### src/hdl/hrrip_pkg.sv
package hrrip_pkg;
    localparam int SETS = 2048;
    localparam int WAYS = 16;
    localparam int LEADER_COUNT = 32;
    localparam int SET_W = $clog2(SETS);
    localparam int WAY_W = 4;
    localparam int RRPV_W = 2 * WAYS;
    localparam int SIG_W = 4 * WAYS;
    // stride 8, score 2, last block 9
    localparam int STR_W = 19;
    localparam int SEL_W = 10;
    localparam logic [SEL_W-1:0] SEL_RESET = 10'd512;
    localparam logic [SEL_W-1:0] SEL_MAX = 10'd1023;
    localparam logic [3:0] CNT_MAX = 4'd15;
    localparam logic [3:0] CNT_HIGH = 4'd12;
    localparam logic [3:0] CNT_MID = 4'd8;
    localparam logic FUNC_VICTIM = 1'b0;
    localparam logic FUNC_UPDATE = 1'b1;

    typedef struct packed {
        logic       func;
        logic [10:0] set_index;
        logic [3:0] way;
        logic [63:0] paddr;
        logic [63:0] pc;
        logic       hit;
    } req_t;

    typedef struct packed {
        logic [3:0] victim_way;
        logic [1:0] inserted_rrpv;
        logic       streaming;
    } rsp_t;

    function automatic logic [3:0] pc_hash(input logic [63:0] pc);
        logic [63:0] h;
        h = pc ^ (pc >> 11) ^ (pc >> 17);
        return h[3:0];
    endfunction

    function automatic logic [3:0] counter_slot(input logic [3:0] sig);
        return sig ^ {2'b00, sig[3:2]};
    endfunction
endpackage

### src/hdl/hrrip_update.sv
module hrrip_update import hrrip_pkg::*; (
    input  logic              clk,
    input  logic              rst_n,
    input  logic              start,
    input  req_t              req,
    input  logic [RRPV_W-1:0] rrpv_in,
    input  logic [SIG_W-1:0]  sig_in,
    input  logic [STR_W-1:0]  str_in,
    output logic [RRPV_W-1:0] rrpv_out,
    output logic [SIG_W-1:0]  sig_out,
    output logic [STR_W-1:0]  str_out,
    output rsp_t              rsp
);
    logic [3:0] cnt_reg [16];
    logic [3:0] cnt_next [16];
    logic [SEL_W-1:0] sel_reg, sel_next;
    logic [4:0] lph_reg, lph_next, fph_reg, fph_next;

    logic [SET_W-1:0] s;
    logic [3:0] w, sig, slot, old_sig, old_slot;
    logic [7:0] blk, stride, ostride, ldiff;
    logic [1:0] score, oscore, ins, mx, k;
    logic [8:0] olast;
    logic streaming, lipl, bipl;
    logic [2:0] t;
    logic [1:0] rv;
    logic [3:0] vic;

    always_comb
    begin
        s = req.set_index[SET_W-1:0];
        w = req.way;
        sig = pc_hash(req.pc);
        slot = counter_slot(sig);
        blk = req.paddr[13:6];
        ostride = str_in[7:0];
        oscore = str_in[9:8];
        olast = str_in[18:10];
        ldiff = blk - olast[7:0];
        stride = olast[8] ? ldiff : 8'd0;
        if (stride != 8'd0 && stride == ostride)
        begin
            score = (oscore == 2'd3) ? oscore : oscore + 2'd1;
        end
        else
        begin
            score = 2'd0;
        end
        streaming = score[1];
        // a victim request leaves the stream detector untouched
        str_out = (req.func == FUNC_UPDATE) ? {req.paddr != 64'd0, blk, score, stride}
                                            : str_in;
        lipl = s < SET_W'(LEADER_COUNT / 2);
        bipl = !lipl && s < SET_W'(LEADER_COUNT);
        for (int i = 0; i < 16; i++)
        begin
            cnt_next[i] = cnt_reg[i];
        end
        sel_next = sel_reg;
        lph_next = lph_reg;
        fph_next = fph_reg;
        rrpv_out = rrpv_in;
        sig_out = sig_in;
        old_sig = sig_in[4*w +: 4];
        old_slot = counter_slot(old_sig);
        ins = 2'd0;
        // victim aging
        mx = 2'd0;
        for (int i = 0; i < WAYS; i++)
        begin
            if (rrpv_in[2*i +: 2] > mx)
            begin
                mx = rrpv_in[2*i +: 2];
            end
        end
        k = 2'd3 - mx;
        vic = 4'd0;
        for (int i = WAYS - 1; i >= 0; i--)
        begin
            t = {1'b0, rrpv_in[2*i +: 2]} + {1'b0, k};
            rv = t[2] ? 2'd3 : t[1:0];
            if (req.func == FUNC_VICTIM)
            begin
                rrpv_out[2*i +: 2] = rv;
            end
            if (rv == 2'd3)
            begin
                vic = 4'(i);
            end
        end
        if (req.func == FUNC_UPDATE)
        begin
            vic = 4'd0;
            if (req.hit)
            begin
                rrpv_out[2*w +: 2] = 2'd0;
                if (cnt_reg[slot] != CNT_MAX)
                begin
                    cnt_next[slot] = cnt_reg[slot] + 4'd1;
                end
            end
            else
            begin
                if (lipl)
                begin
                    ins = 2'd3;
                end
                else if (bipl)
                begin
                    ins = (lph_reg == 5'd0) ? 2'd0 : 2'd3;
                    lph_next = lph_reg + 5'd1;
                end
                else if (sel_reg >= SEL_RESET)
                begin
                    ins = (fph_reg == 5'd0) ? 2'd0 : 2'd3;
                    fph_next = fph_reg + 5'd1;
                end
                else
                begin
                    ins = 2'd3;
                end
                if (streaming)
                begin
                    ins = 2'd3;
                end
                else if (cnt_reg[slot] >= CNT_HIGH)
                begin
                    ins = 2'd0;
                end
                else if (cnt_reg[slot] >= CNT_MID && ins > 2'd1)
                begin
                    ins = 2'd1;
                end
                rrpv_out[2*w +: 2] = ins;
                if (cnt_reg[old_slot] != 4'd0)
                begin
                    cnt_next[old_slot] = cnt_reg[old_slot] - 4'd1;
                end
                sig_out[4*w +: 4] = sig;
                if (lipl && sel_reg != SEL_MAX)
                begin
                    sel_next = sel_reg + 10'd1;
                end
                else if (bipl && sel_reg != 10'd0)
                begin
                    sel_next = sel_reg - 10'd1;
                end
            end
        end
        rsp.victim_way = vic;
        rsp.inserted_rrpv = (req.func == FUNC_UPDATE) ? ins : 2'd0;
        rsp.streaming = (req.func == FUNC_UPDATE) ? streaming : 1'b0;
    end

    always_ff @(posedge clk or negedge rst_n)
    begin
        if (!rst_n)
        begin
            for (int i = 0; i < 16; i++)
            begin
                cnt_reg[i] <= 4'd2;
            end
            sel_reg <= SEL_RESET;
            lph_reg <= 5'd0;
            fph_reg <= 5'd0;
        end
        else if (start)
        begin
            cnt_reg <= cnt_next;
            sel_reg <= sel_next;
            lph_reg <= lph_next;
            fph_reg <= fph_next;
        end
    end
endmodule

### config.mk
export PLATFORM = sky130hd
export DESIGN_NAME = hrrip_update
export DESIGN_NICKNAME = d
export VERILOG_FILES = /design/src/hdl/hrrip_pkg.sv /design/src/hdl/hrrip_update.sv
export SDC_FILE = /design/constraint.sdc
export NUM_CORES = 1
export LEC_CHECK = 0
export ABC_AREA = 1
export BUFFER_PORTS_ARGS = -buffer_cell sky130_fd_sc_hd__buf_2
export CORE_MARGIN = 2
export CORE_UTILIZATION = 54
export CTS_CLUSTER_SIZE = 30
export DETAILED_ROUTE_END_ITERATION = 16
export GPL_TIMING_DRIVEN = 0
export PLACE_DENSITY = 0.88
export REMOVE_ABC_BUFFERS = 1
export SYNTH_ARGS = -nofsm -noshare
export SYNTH_HDL_FRONTEND = slang
export SYNTH_SLANG_ARGS = --single-unit
export TNS_END_PERCENT = 20
### constraint.sdc
create_clock -name clk -period 24.5 [get_ports clk]
set_clock_uncertainty 0.1 [all_clocks]
set_input_delay 3.675 -clock clk [delete_from_list [all_inputs] [get_ports clk]]
set_output_delay 3.675 -clock clk [all_outputs]
set_load 0.02 [all_outputs]
==> qor.yml <==
setup_path:
  cpPeakStageDelay_ns: 0.57
  r2r_slack_ns: 21.08
  startpoint_type: "primary input"
  crit_fanout: 16
  crit_slowest_cell: "nand2_1"
  crit_family: "simple AND/OR/NAND/NOR gates"
  reg2reg_to: "cnt_reg[15]"
  crit_arrival_ns: 18.34
  endpoint_kind: "primary output"
  setup.worst_path.class: "primary input to primary output"
  critPathRequiredTime_ns: 20.72
  reg2reg_depth: 16
  path_depth: 95
  cp.buffers_inverters: 17
  path_common_cell: "nand2_1"
  r2r-start: "cnt_reg[8]"
floorplan:
  initial_core_util_pct: 55.1
  die_area_um2: 24400
  die_height_um: 156
  core_um2: 22700
  io_pins: 385
  placementRows: 55
  die_x_um: 156
layout:
  drive_above_1_share_pct: 20.1
  fin_cells: 2623
  finalInstanceArea_um2: 14500
  nNetsFinal: 2702
  final_util_pct: 64.0
  largest_register_ffs: 64
  syn_to_final_growth_pct: 16.3
sta:
  fin_ws_ns: 2.39
  min_period_ns: 22.11
  report.final.hold_viol_count: 0
  drv_slew: 0
  rsz0062_at_grt: "false"
  min_period_over_period_pct: 90.3
  max-slew-margin-rel_pct: 19.3
  fmax_mhz: 45.2
  setup_tns_ns: 0
  whs_ns: 0.384
  tightest_slew_ns: 1.21
  finalSetupViolations: 0
placement:
  place_area_um2: 14200
  dp_hpwl_um: 38200
  place_inst: 2606
  dpl_worst_slack_ns: 2.63
  port_buffers: 328
  gp_congestion: 1.00
synthesis:
  synth_seq_area_share_pct: 17.0
  synth_edf_count: 0
  yosysTopAreaCellShare_pct: 16.7
  ys_ff_latch: 84
  ys_top_cells_by_count: "nand2_1, inv_1, nor2_1"
  ys.flop_type: "dfrtp_1"
  yosys-top-cells-area: "nand2_1, dfrtp_1, inv_1, ha_1, o21ai_0"
  synth_area_per_cell_um2: 6.11
  yosysMostFrequentCell: "nand2_1"
  ys_types: 54
  yosys.area.top_type: "nand2_1"
  syn-cell-area_um2: 12500
  synthArstFlopShare_pct: 100
  ys_warn_count: 0
  postSynthCellCount: 2048
pwr:
  comb_power_share_pct: 63.8
  cellPowerDensity_nw_per_um2: 63.8
  peakVddDrop_v: 0.0000523
  p_sw_uw: 492
  leakagePower_nw: 7.91
  p_total_uw: 927
  swShare_pct: 53.1
  clkPwrFrac_pct: 16.4
  power.internal_uw: 435
  seqPwrFrac_pct: 19.8
grt:
  first_global_vias: 14535
  grt_pass1_wl_um: 75800
  grt_usage_pct: 39.7
  grt_max_degree: 61
  antenna_found_initial: 1
  grt_overflow: 0
cts:
  postCtsSetupBuffers: 0
  htree_levels: 3
  clk_pin_slew_ns: 0.06
  cts_tree: "yes"
  clock_path_buffers: 2
  numCtsBuffers: 9
  ctsHoldBuffers: 0
  clock_latency_ns: 0.36
  cts.sinks: 84
  cts_root_buf: "clkbuf_16"
  cts-resized-gates: 0
detailed_routing:
  drtPass1Iterations: 6
  postRouteAntennaNets: 0
  wire_per_inst_um: 18.7
  via_count: 15275
  vias_per_cell: 5.82
  drc: 0
  wirelength_um: 48900
  drt_iter0_markers: 1458
min_path:
  min_path_type: "flop to flop"
  whs_path_depth: 2
  hold_start: "cnt_reg[42]"
  holdPathEnd: "cnt_reg[42]"
run_status:
  status: "finished, final reports clean"
flow_run:
  cap_violations: 0
-- cell families after synthesis --
kind of cell,synth area share (%)
simple gates,34.8
buf+inv,13.6
compound gates,18.3
fa+ha+maj,11.7
flops,17.0
xor+xnor,2.91
mux,1.62
-- tightest hold or removal path: cells and delay by family (launching register included) --
family | cells | cell delay, ns
DFF | 1 | 0.34
and+or+nand+nor | 2 | 0.11
-- worst max path at each step --
stage | to | from
6_report | rsp[3] | rrpv_in[3]
3_3_place_gp | rsp[3] | rrpv_in[3]
5_1_grt | rsp[3] | rrpv_in[3]
3_5_place_dp | rsp[3] | rrpv_in[3]
2_1_floorplan | rsp[3] | rrpv_in[3]
4_1_cts | rsp[3] | rrpv_in[3]
-- layout make-up --
class / count / area, um2
Sequential cell: 84 / 2120
Tap cell: 285 / 357
Timing Repair Buffer: 330 / 1690
Multi-Input combinational cell: 1550 / 8690
Inverter: 357 / 1340
Clock inverter: 5 / 83.8
Antenna cell: 1 / 2.50
Fill cell: 2180 / 8170
Clock buffer: 11 / 243
-- placed cells by master, fill, tap and decap left out, types with 6 or more instances in the layout --
cell type	n
dfstp_2	17
nand3_4	10
nand2_1	556
or2_2	15
inv_2	12
dfrtp_1	67
nor3_1	25
a22oi_1	15
and2_1	6
xnor2_1	10
o22ai_1	46
o211ai_1	30
buf_2	327
a21oi_1	70
inv_1	342
mux2_2	18
a21oi_2	10
nand4_1	27
ha_1	90
fa_1	17
o21bai_1	9
nor4_1	19
clkbuf_16	9
o21ai_1	29
nor2_1	212
o21ai_0	164
o311ai_0	8
xor2_1	14
nand2_2	12
nand3_1	91
-- metal layers --
layer	GRT usage [%]	vias to the layer above	routed length [um]
li1	-	7181	-
met1	50.5	7008	19200
met2	64.4	909	22200
met3	5.44	175	4430
met4	23.4	2	3060
met5	0	-	15
-- power groups by stage --
stage               combinational (mW)  clock (mW)  sequential, mW
CTS                              0.574       0.152           0.183
floorplan                        0.381           0           0.179
detailed placement               0.570           0           0.185
finish                           0.591       0.152           0.183
global placement                 0.553           0           0.184
global route                     0.647       0.157           0.185
Power figures use the tool's default switching activity.
