File: config.mk
export PLATFORM = sky130hd
export DESIGN_NAME = hrrip_ram
export DESIGN_NICKNAME = d
export VERILOG_FILES = /design/src/hdl/hrrip_ram.sv
export SDC_FILE = /design/constraint.sdc
export NUM_CORES = 1
export LEC_CHECK = 0
export BUFFER_PORTS_ARGS = -buffer_cell sky130_fd_sc_hd__buf_4
export CELL_PAD_IN_SITES_DETAIL_PLACEMENT = 1
export CELL_PAD_IN_SITES_GLOBAL_PLACEMENT = 1
export CORE_AREA = 8 8 140 142
export DETAILED_ROUTE_END_ITERATION = 8
export DIE_AREA = 0 0 148 150
export PLACE_DENSITY = 0.52
export RECOVER_POWER = 100
export SLEW_MARGIN = 20
export SYNTH_ARGS = -nofsm -noshare
export SYNTH_HDL_FRONTEND = slang
export SYNTH_SLANG_ARGS = --single-unit
File: constraint.sdc
create_clock -name clk -period 4.05 [get_ports clk]
set_input_delay 0.6075 -clock clk [delete_from_list [all_inputs] [get_ports clk]]
set_output_delay 0.6075 -clock clk [all_outputs]
set_load 0.01 [all_outputs]
File: src/hdl/hrrip_ram.sv
module hrrip_ram #(
    parameter int WIDTH = 8,
    parameter int DEPTH = 16
) (
    input  logic                     clk,
    input  logic                     we,
    input  logic [$clog2(DEPTH)-1:0] waddr,
    input  logic [WIDTH-1:0]         wdata,
    input  logic [$clog2(DEPTH)-1:0] raddr,
    output logic [WIDTH-1:0]         rdata
);
    logic [WIDTH-1:0] mem [DEPTH];

    always_ff @(posedge clk)
    begin
        if (we)
        begin
            mem[waddr] <= wdata;
        end
        rdata <= mem[raddr];
    end
endmodule

==> impl_results.md, run 1 <==
* Status: finished clean
* DR WL/cell at 20.56 um
* Io pins at 26
* Net Sw Power at 0.6139 mW
* GR peak layer: met2
* Post-Syn Area per Cell at 22.48 um2
* Power Internal at 2.512 mW
* Grt met1 use at 11.12%
* Hold Path Class: flop to flop
* Slew Limit Fails at 0
* R2R cell count at 3
* Max IR drop VDD at 277.6 uV
* Critical path startpoint category: input port
* Register area share after synthesis at 77.78%
* Detailed-route wire length at approximately 10000 um
* Slew margin rel. at 6.828%
* Fin crit period at 2.244 ns
* Total gr overflow at 0
* Least-Margin Pin Slew at 1.387 ns
* Fmax at 445.5 MHz
* RR Startpoint: mem[6][0]$_DFFE_PP_
* Largest area contributor in the synthesized netlist: edfxtp_1
* Post-route setup TNS at 0 ns
* Setup violators final at 0
* Worst Hold Path Cells at 3
* Placed Area at ~5600 um2
* FF-to-FF End: rdata[0]$_DFF_P_
* Internal reg-to-reg setup slack at 2.70 ns
* Die area at 22200 um2
* Post-CTS Hold Buffers at 0
* Worst hold endpoint: rdata[1]$_DFF_P_
* Core ar. at 17530 um2
* Fraction of layout cells with a size suffix above 1 at between 15 and 20%
* FF+latch count, synth at 136
* Post-CTS setup buffer count at 0
* Row count at 49
* Synthesized instance count at ~230
* DIE WIDTH at between 100 and 150 um
* Combinational Power Share at 4.4%
* Global Route met3 Usage at 2.661%
* Top delay family on crit path: buffers and inverters
* Met2 Use GR at between 15 and 20%
* Worst setup EP type: flop
* Largest net degree at the start of global routing at 33
* Worst-path clk slew at 0.05 ns
* Drt first pass iters at 4
* Final Cycle Share at 55.42%
* Antenna violations before repair at 0
* Clock Skew at 0.007203 ns
* Starting Density at 29.36%
* Worst EP required at 4.34 ns
* CTS tree: built
* Post-cts repair resize count at 0
* Final Hold Fails at 0
* Antenna viol nets, final at 0
* Worst-path cell chain: clkbuf_2 > mux4_1 > a22oi_1 > nand2_1
* Via count at 2346
* Worst Min Path Start: mem[12][1]$_DFFE_PP_
* Sw frac at 19.64%
* CTS Buf Count at 17
* Post-DP HPWL at 6728 um
* Placer Congestion at 0.6828
* Worst skew pair latency at 0.41 ns
* Unrepaired setup endpoints after global routing: false
* Gr usage total at 9.874%
* Final net count at 284
* Tot Pwr at 3.126 mW
* Mapped Area at 5147 um2
* Final Cell Area at 6010 um2
* Critical Path AT at 2.53 ns
* DRC at 0
* Vias per cell at ~4.6
* CTS Buffer Depth at 2
* Netlist cell types at 19
* Leakage power at 1.910 nW
* Critical path peak fanout at 32
* Clock root buffer: clkbuf_16
* Starting DRT DRC Count at between 150 and 200
* PwrDens at 520.1 nW/um2
* Warnings, synthesis at 0
* Die H at 150 um
* Num Clock Sinks at 136
* Sequential group share of total power at 50.7%
* Mapped Nets at 247
* Max-cap viol count at 0
* Vias in the first global route at 2668
* H-tree levels at 4
* Syn-to-layout area delta at 16.75%
* Most frequent cells in the layout: edfxtp_1, clkbuf_1, mux4_2
* WS Path Type: input port to flop
* Most common cell after layout, fill and taps aside: edfxtp_1
* # diodes at 0
* Clk pwr share at 44.9%
* IO Port Bufs at 25
* Global-route wire length before repair at 15650 um
* Largest stage delay, worst path at 0.88 ns
* Final core utilization at ~34%
* Top post-synthesis cells by area: edfxtp_1, mux4_2, mux4_1
* Area share of the largest cell type after synthesis at 74.67%
* Crit-path slowest cell: clkbuf_2
* Buf/Inv on CP at 1
per-stage QoR:
step                      cells  worst slack, ns  hold slack [ns]
final                       507            1.806           0.6750
after CTS                   507            2.140           0.5035
after detailed placement    476            1.707           0.6675
after floorplan             229            1.950           0.6293
after global placement      476            1.602           0.6531
after global routing        507            1.596           0.7222
cell type report:
| class | instances | area [um2] |
|---|---|---|
| flip-flops and latches | 136 | 4004 |
| fillers | 1771 | 11520 |
| clock buffers | 26 | 489.2 |
| multi-input cells | 83 | 1057 |
| repair buffers | 28 | 125.1 |
| clock inverters | 5 | 47.55 |
| well taps | 229 | 286.5 |
power by group through the flow:
stage                     Clock [mW]  Combinational (mW)  Sequential (mW)
after floorplan                    0              0.0799             1.61
after global placement             0               0.152             1.61
after detailed placement           0               0.155             1.61
after CTS                       1.43               0.155             1.59
after global routing            1.47               0.151             1.59
final                           1.40               0.137             1.59
cell usage after synthesis:
cell and number:
a22oi_1 16, and2_1 1, and2b_1 1, buf_2 3, buf_4 1, buf_6 3, clkdlybuf4s25_2 3, dfxtp_1 8
edfxtp_1 128, mux4_1 14, mux4_2 18, nand2_1 9, nand2b_1 2, nand3_1 1, nand3b_1 2, nor2_1 13
nor2b_1 1, nor3_1 4, or3b_2 1
worst max path at each step:
stage / startpoint / cells after the start / to / slack, ns
global placement: waddr[3] / 3 / mem[4][3]$_DFFE_PP_ / 1.60
CTS: waddr[2] / 3 / mem[3][7]$_DFFE_PP_ / 2.14
global route: raddr[0] / 4 / rdata[3]$_DFF_P_ / 1.60
floorplan: waddr[2] / 2 / mem[0][0]$_DFFE_PP_ / 1.95
finish: raddr[0] / 4 / rdata[0]$_DFF_P_ / 1.81
detailed placement: waddr[2] / 3 / mem[3][3]$_DFFE_PP_ / 1.71
registers in the layout (all words and copies together) (netlist names):
| register | cells |
|---|---|
| mem | 128 |
| rdata | 8 |
routing by layer:
metal  wire length, um  share of wire [%]  vias up
met5                 0                  0        -
met4               225                2.2        0
met3               289                2.8       21
met2              5405                 52       44
met1              4502                 43     1238
li1                  -                  -     1043
worst min-delay path: stages (launching register included):
cell and delay, ns:
edfxtp_1 0.31, mux4_2 0.22, a22oi_1 0.06, nand2_1 0.06
cell families after synthesis:
group / share of synthesized area [%]
flops: 77.78
buf+inv: 1.677
compound gates: 2.334
simple gates: 3.184
mux: 15.02
(Power assumes the default switching activity.)
==> run 2: changes to the inputs <==
--- a/config.mk
+++ b/config.mk
@@ -11,7 +11,7 @@
 export CORE_AREA = 8 8 140 142
 export DETAILED_ROUTE_END_ITERATION = 8
 export DIE_AREA = 0 0 148 150
-export PLACE_DENSITY = 0.52
+export PLACE_DENSITY = 0.53
 export RECOVER_POWER = 100
 export SLEW_MARGIN = 20
 export SYNTH_ARGS = -nofsm -noshare
==> constraint.sdc (replaced) <==
create_clock -name clk -period 1.95 [get_ports clk]
set_input_delay 0.2925 -clock clk [delete_from_list [all_inputs] [get_ports clk]]
set_output_delay 0.2925 -clock clk [all_outputs]
set_load 0.01 [all_outputs]
==> run 2 against run 1 <==
Flip-flop and latch count is the same. Worst hold slack lost 0.24 ns. First-iteration DRC count shrank 22%. Sequential share of layout area shrank 1.4 points. Die area stayed put. Combinational power grew 130%. Via count rose by 4.2%. Non-clock buffer count increased by 20. Global-route usage up 0.79 points. Critical path depth did not move. Cell count grew 4.1%. Critical path type unchanged. Largest power group unchanged. Highest routed layer unchanged.
==> impl_results.md, run 2 (same netlist as run 1, synthesis figures left out) <==
* CTS Buf Count at 17 (unchanged)
* Antenna violations before repair at 0 (unchanged)
* Slew margin rel. at 51.48% (+45 points)
* Post-DP HPWL at 7445 um (+11%)
* Clock root buffer: clkbuf_16
* Largest net degree at the start of global routing at 17 (-48%)
* Worst skew pair latency at 0.41 ns (about the same)
* Detailed-route wire length at 11220 um (+7.6%)
* Final Cell Area at 6137 um2 (+2.1%)
* Fmax at 641.0 MHz
* Biggest regs: mem x128, rdata x8
* Critical Path AT at 1.60 ns (-0.93 ns)
* Fraction of layout cells with a size suffix above 1 at 19.40% (+2.1 points)
* Gr usage total at 10.67% (+0.79 points)
* Total gr overflow at 0 (unchanged)
* CTS Buffer Depth at 2 (unchanged)
* Power Internal at 5.193 mW (+110%)
* Status: finished clean
* Top delay family on crit path: simple AND/OR/NAND/NOR gates
* Sw frac at 20.20% (+0.56 points)
* Least-Margin Pin Slew at 0.7279 ns (-0.6590 ns)
* Starting Density at 29.36% (unchanged)
* Largest stage delay, worst path at 0.52 ns (-0.36 ns)
* Vias per cell at 4.629 (about the same)
* Final Hold Fails at 0 (unchanged)
* Global-route wire length before repair at 16690 um (+6.7%)
* Worst-path cell chain: clkbuf_1 > or3b_2 > nor3_1 > clkbuf_1
* Combinational Power Share at 4.8% (+0.4 points)
* Setup violators final at 0 (unchanged)
* WS Path Type: input port to flop
* Final net count at 304 (+7.0%)
* Post-cts repair resize count at 0 (unchanged)
* Post-CTS Hold Buffers at 0 (unchanged)
* Starting DRT DRC Count at 120 (-22%)
* Vias in the first global route at 2664 (-0.15%)
* Crit path depth at 4 (unchanged)
* Max-cap viol count at 0 (unchanged)
* DR WL/cell at 21.25 um (+3.4%)
* Syn-to-layout area delta at 19.23%
* CTS tree: built
* Tot Pwr at 6.508 mW (+110%)
* Placed Area at 5733 um2 (+3.1%)
* Post-CTS setup buffer count at 0 (unchanged)
* Unrepaired setup endpoints after global routing: false
* Hold Path Class: input port to flop
* Slew Limit Fails at 0 (unchanged)
* CP most frequent cell: clkbuf_1
* DIE WIDTH at 148 um (unchanged)
* H-tree levels at 4 (unchanged)
* Row count at 49 (unchanged)
* RR Startpoint: mem[2][3]$_DFFE_PP_
* Sequential group share of total power at 50.6% (about the same)
* DRC at 0 (unchanged)
* Drt first pass iters at 6 (+2)
* IO Port Bufs at 25 (unchanged)
* Io pins at 26 (unchanged)
* Critical path peak fanout at 8 (-75%)
* Core ar. at 17530 um2 (unchanged)
* Most common cell after layout, fill and taps aside: edfxtp_1
* R2R cell count at 3 (unchanged)
* Crit-path slowest cell: or3b_2
* Worst-path clk slew at 0.06 ns (about the same)
* Net Sw Power at 1.315 mW (+110%)
* Largest reg by FF count: mem
* # diodes at 0 (unchanged)
* FF-to-FF End: rdata[3]$_DFF_P_
* Most frequent cells in the layout: edfxtp_1, clkbuf_1, mux4_2
* Clock Skew at 0.006418 ns (-0.0007848 ns)
* Leakage power at 1.967 nW (+3.0%)
* Worst EP required at 1.99 ns (-2.35 ns)
* Clk pwr share at 44.6% (-0.3 points)
* Die area at 22200 um2 (unchanged)
* Internal reg-to-reg setup slack at 0.55 ns (-2.15 ns)
* Fin crit period at between 1.5 and 2 ns
* Critical path startpoint category: input port
* Critical Path End: mem[0][3]$_DFFE_PP_
* Antenna viol nets, final at 0 (unchanged)
* Via count at 2444 (+4.2%)
* Die H at 150 um (unchanged)
* Final Cycle Share at 80.00%
* Num Clock Sinks at 136 (unchanged)
* Largest register FFs at 128 (unchanged)
* CP startpoint: we
* PwrDens at 1060 nW/um2 (+100%)
* Worst setup EP type: flop
* Post-route setup TNS at 0 ns (unchanged)
* Buf/Inv on CP at 2 (+1)
* Max IR drop VDD at 555.1 uV (+100%)
* Placer Congestion at 0.6946 (+1.7%)
[run 2: changes by cell type in the layout (fill, tap and decap cells not counted), sizes merged]
cell,before,now
clkbuf,49,59
buf,5,11
clkinv,4,7
clkinvlp,0,2
[run 2: routing by layer]
layer | vias to the layer above | GRT usage, % | wire, um
met5 | - | 0 | 0
met4 | 0 | 4.284 | 98
met3 | 9 | 3.296 | 326
met2 | 44 | 16.74 | 5460
met1 | 1303 | 13.54 | 5332
li1 | 1088 | - | -
[run 2: cell type report]
type                       count  area [um2]
fill                        1781       11400
sequential                   136        4004
clock buffer                  22       464.2
timing repair buffer          48       247.7
multi-input combinational     83        1057
tap                          229       286.5
clock inverter                10       77.57
[run 2: worst min-delay path by stage]
| stage | from | slack, ns | cells after the start | endpoint |
|---|---|---|---|---|
| after floorplan | wdata[0] | 0.39 | 0 | mem[0][0]$_DFFE_PP_ |
| after global placement | wdata[3] | 0.61 | 1 | mem[11][3]$_DFFE_PP_ |
| after detailed placement | wdata[3] | 0.63 | 1 | mem[10][3]$_DFFE_PP_ |
| after CTS | wdata[3] | 0.18 | 1 | mem[10][3]$_DFFE_PP_ |
| after global routing | wdata[3] | 0.46 | 1 | mem[10][3]$_DFFE_PP_ |
| final | wdata[3] | 0.44 | 1 | mem[10][3]$_DFFE_PP_ |
[run 2: stage by stage]
step	cells	utilization [%]	hold WS (ns)	setup WS (ns)
2_1_floorplan	229	-	0.3914	0.1646
3_3_place_gp	496	32.70	0.6091	0.06485
3_5_place_dp	496	32.70	0.6252	0.09460
4_1_cts	528	35.79	0.1824	0.4994
5_1_grt	528	35.00	0.4608	0.3117
6_report	528	35.00	0.4351	0.3899
[run 2: power by group through the flow]
stage | Sequential, mW | Combinational, mW | Clock (mW)
after floorplan | 3.35 | 0.166 | 0
after global placement | 3.35 | 0.346 | 0
after detailed placement | 3.35 | 0.352 | 0
after CTS | 3.29 | 0.353 | 2.97
after global routing | 3.30 | 0.341 | 3.06
final | 3.29 | 0.310 | 2.90
==> run 3: changes to the inputs <==
--- a/config.mk
+++ b/config.mk
@@ -5,13 +5,14 @@
 export SDC_FILE = /design/constraint.sdc
 export NUM_CORES = 1
 export LEC_CHECK = 0
+export ABC_AREA = 1
 export BUFFER_PORTS_ARGS = -buffer_cell sky130_fd_sc_hd__buf_4
 export CELL_PAD_IN_SITES_DETAIL_PLACEMENT = 1
 export CELL_PAD_IN_SITES_GLOBAL_PLACEMENT = 1
-export CORE_AREA = 8 8 140 142
+export CORE_AREA = 8 8 148 150
 export DETAILED_ROUTE_END_ITERATION = 8
-export DIE_AREA = 0 0 148 150
-export PLACE_DENSITY = 0.53
+export DIE_AREA = 0 0 156 158
+export PLACE_DENSITY = 0.57
 export RECOVER_POWER = 100
 export SLEW_MARGIN = 20
 export SYNTH_ARGS = -nofsm -noshare
==> constraint.sdc (replaced) <==
create_clock -name clk -period 1.35 [get_ports clk]
set_input_delay 0.2025 -clock clk [delete_from_list [all_inputs] [get_ports clk]]
set_output_delay 0.2025 -clock clk [all_outputs]
set_load 0.01 [all_outputs]
==> run 3 against run 2 <==
Cell count up 67%. Synthesized cell count grew 140%. Core utilization rose by 0.19 points.
==> impl_results.md, run 3 <==
* Register area share after synthesis at 69.43% (-8.4 points)
* Post-route setup TNS at 0 ns (unchanged)
* WHS at 0.1257 ns (-0.3094 ns)
* Unrepaired setup endpoints after global routing: false
* Synth top cells by count: nand2_1, edfxtp_1, inv_1
* Largest family of logic cells by synthesized area: simple AND/OR/NAND/NOR gates
* Main flop type after synthesis: edfxtp_1
* Critical path peak fanout at 1 (-7)
* Status: finished clean
* Post-CTS Hold Buffers at 0 (unchanged)
* Antenna violations before repair at 0 (unchanged)
* Core ar. at 19710 um2 (+12%)
* Area of the multi-input gates at 1214 um2 (+15%)
* Num Clock Sinks at 136 (unchanged)
* Io pins at 26 (unchanged)
* Multiplexer area fraction after synthesis at 0% (-15 points)
* Starting Density at 29.25% (-0.10 points)
* Row count at 52 (+6.1%)
* Placer Congestion at 0.7626 (+9.8%)
* Crit-path slowest cell: dfxtp_1
* Final Cycle Share at 87.92%
* Post-cts repair resize count at 0 (unchanged)
* Post-Syn Area per Cell at 10.47 um2 (-53%)
* Synth Area in Simple Gates at 21.05% (+18 points)
* # diodes at 0 (unchanged)
* Warnings, synthesis at 0 (unchanged)
* Largest net degree at the start of global routing at 65 (+48)
* Die area at 24650 um2 (+11%)
* Total gr overflow at 0 (unchanged)
* Final net count at 616 (+100%)
* Largest area contributor in the synthesized netlist: edfxtp_1
* Leakage power at 2.899 nW (+47%)
* PwrDens at 1512 nW/um2 (+43%)
* Largest register FFs at 128 (unchanged)
* Worst setup EP type: output port
* Fin crit period at 1.187 ns
* Die H at 158 um (+5.3%)
* CTS tree: built
* Top post-synthesis cells by area: edfxtp_1, nand2_1, nand3_1
* Drt first pass iters at 5 (-1)
* Max IR drop VDD at 549.2 uV (-1.1%)
* WS Path Type: flop to output port
* Worst-path cell chain: clkbuf_1
* Fraction of layout cells with a size suffix above 1 at 8.674% (-11 points)
* CTS Buf Count at 17 (unchanged)
* Fmax at roughly 840 MHz
* Largest reg by FF count: mem
* Via count at 3832 (+57%)
* Syn-to-layout area delta at 20.29%
* Clock root buffer: clkbuf_16
* Worst-path clk slew at 0.06 ns (about the same)
* DRC at 0 (unchanged)
* Area fraction in compound gates after synthesis at 0% (-2.3 points)
* Global-route wire length before repair at 24000 um (+44%)
* Worst skew pair latency at 0.42 ns (about the same)
* Setup violators final at 0 (unchanged)
* Post-CTS setup buffer count at 0 (unchanged)
* Final Cell Area at 6937 um2 (+13%)
* H-tree levels at 4 (unchanged)
* Most common cell after layout, fill and taps aside: nand2_1
* Area share of xor/xnor cells in the synthesized design at 0% (unchanged)
* Largest stage delay, worst path at 0.38 ns (-0.14 ns)
* IO Port Bufs at 25 (unchanged)
* Slew Limit Fails at 0 (unchanged)
* Least-Margin Pin Slew at 0.8686 ns (+0.1407 ns)
* Hold Path Class: input port to flop
* Detailed-route wire length at 15170 um (+35%)
* Area share of the largest cell type after synthesis at 66.65% (-8.0 points)
* Most frequent cells in the layout: nand2_1, edfxtp_1, inv_1
* CTS Buffer Depth at 2 (unchanged)
* Most frequent cell after synthesis: nand2_1
* Final Hold Fails at 0 (unchanged)
* Netlist cell types at 12 (-7)
* DIE WIDTH at 156 um (+5.4%)
* Buf/Inv on CP at 1 (-1)
* Starting DRT DRC Count at 172 (+43%)
* Vias in the first global route at 4318 (+62%)
* DR WL/cell at 17.22 um (-19%)
* FF+latch count, synth at 136 (unchanged)
* Gr usage total at 13.38% (+2.7 points)
* Synth Area in Adders at 0% (unchanged)
* Post-DP HPWL at 9873 um (+33%)
* Slew margin rel. at 42.09% (-9.4 points)
* Biggest regs: mem x128, rdata x8
* Mapped Area at 5767 um2 (+12%)
* Placed Area at 6404 um2 (+12%)
* Vias per cell at 4.350 (-6.0%)
* FFs w/ async S/R, synth at 0% (unchanged)
* Mapped Nets at 569 (+130%)
* Clock Skew at 0.01179 ns (+0.005368 ns)
* Critical Path AT at 0.98 ns (-0.62 ns)
* Top delay family on crit path: flip-flops
* Register area at 4004 um2 (unchanged)
* Max-cap viol count at 0 (unchanged)
* Filler Cells Inserted at 2193 (+23%)
* Critical path startpoint category: flop
* EDFF count, synth at 128 (unchanged)
* Antenna viol nets, final at 0 (unchanged)
* Synthesized instance count at 551 (+140%)
* Worst EP required at 1.15 ns (-0.84 ns)
## run 3: area by class of cell
cell class,instances,area share [%]
flip-flops and latches,136,57.72
multi-input cells,289,17.50
clock buffers,17,6.133
inverters,102,5.519
repair buffers,52,4.924
well taps,270,4.870
clock inverters,15,3.337
## run 3: through the flow
step / power, mW / instances / utilization (%) / setup slack [ns]
2_1_floorplan: 5.177 / 551 / - / 0.1967
3_3_place_gp: 5.491 / 849 / 32.48 / 0.09774
3_5_place_dp: 5.509 / 849 / 32.48 / 0.09295
4_1_cts: 10.66 / 881 / 35.81 / 0.1319
5_1_grt: 10.83 / 881 / 35.19 / 0.09559
6_report: 10.49 / 881 / 35.19 / 0.1630
## run 3: routing by layer
layer | GRT usage [%] | part of all wire, %
met5 | 0 | 0
met4 | 5.222 | 1.3
met3 | 3.767 | 5.6
met2 | 23.20 | 51
met1 | 15.38 | 42
## run 3: worst min-delay path, delay by kind of cell
| kind | cells | cell delay (ns) |
|---|---|---|
| buffers and inverters | 1 | 0.17 |
| and+or+nand+nor | 2 | 0.14 |
## run 3: logic make-up (layout without fill, tap and decap cells)
| family | Yosys count | after routing |
|---|---|---|
| and+or+nand+nor | 289 | 289 |
| DFF | 136 | 136 |
| buffers and inverters | 126 | 186 |
## run 3: worst paths after layout
| check | startpoint | endpoint | slack [ns] | cells after the start |
|---|---|---|---|---|
| worst max register to register | mem[1][4]$_DFFE_PP_ | rdata[4]$_DFF_P_ | 0.38 | 6 |
| worst min-delay path | raddr[3] | rdata[4]$_DFF_P_ | 0.13 | 3 |
| worst max-delay path | rdata[5]$_DFF_P_ | rdata[5] | 0.16 | 1 |
| worst min register to register | mem[12][5]$_DFFE_PP_ | rdata[5]$_DFF_P_ | 0.67 | 6 |
## run 3: power by group
part	total, mW	internal [mW]	switching (mW)
clock	5.12	3.43	1.69
combinational	0.607	0.188	0.419
sequential	4.76	4.72	0.0343
total	10.5	8.35	2.14
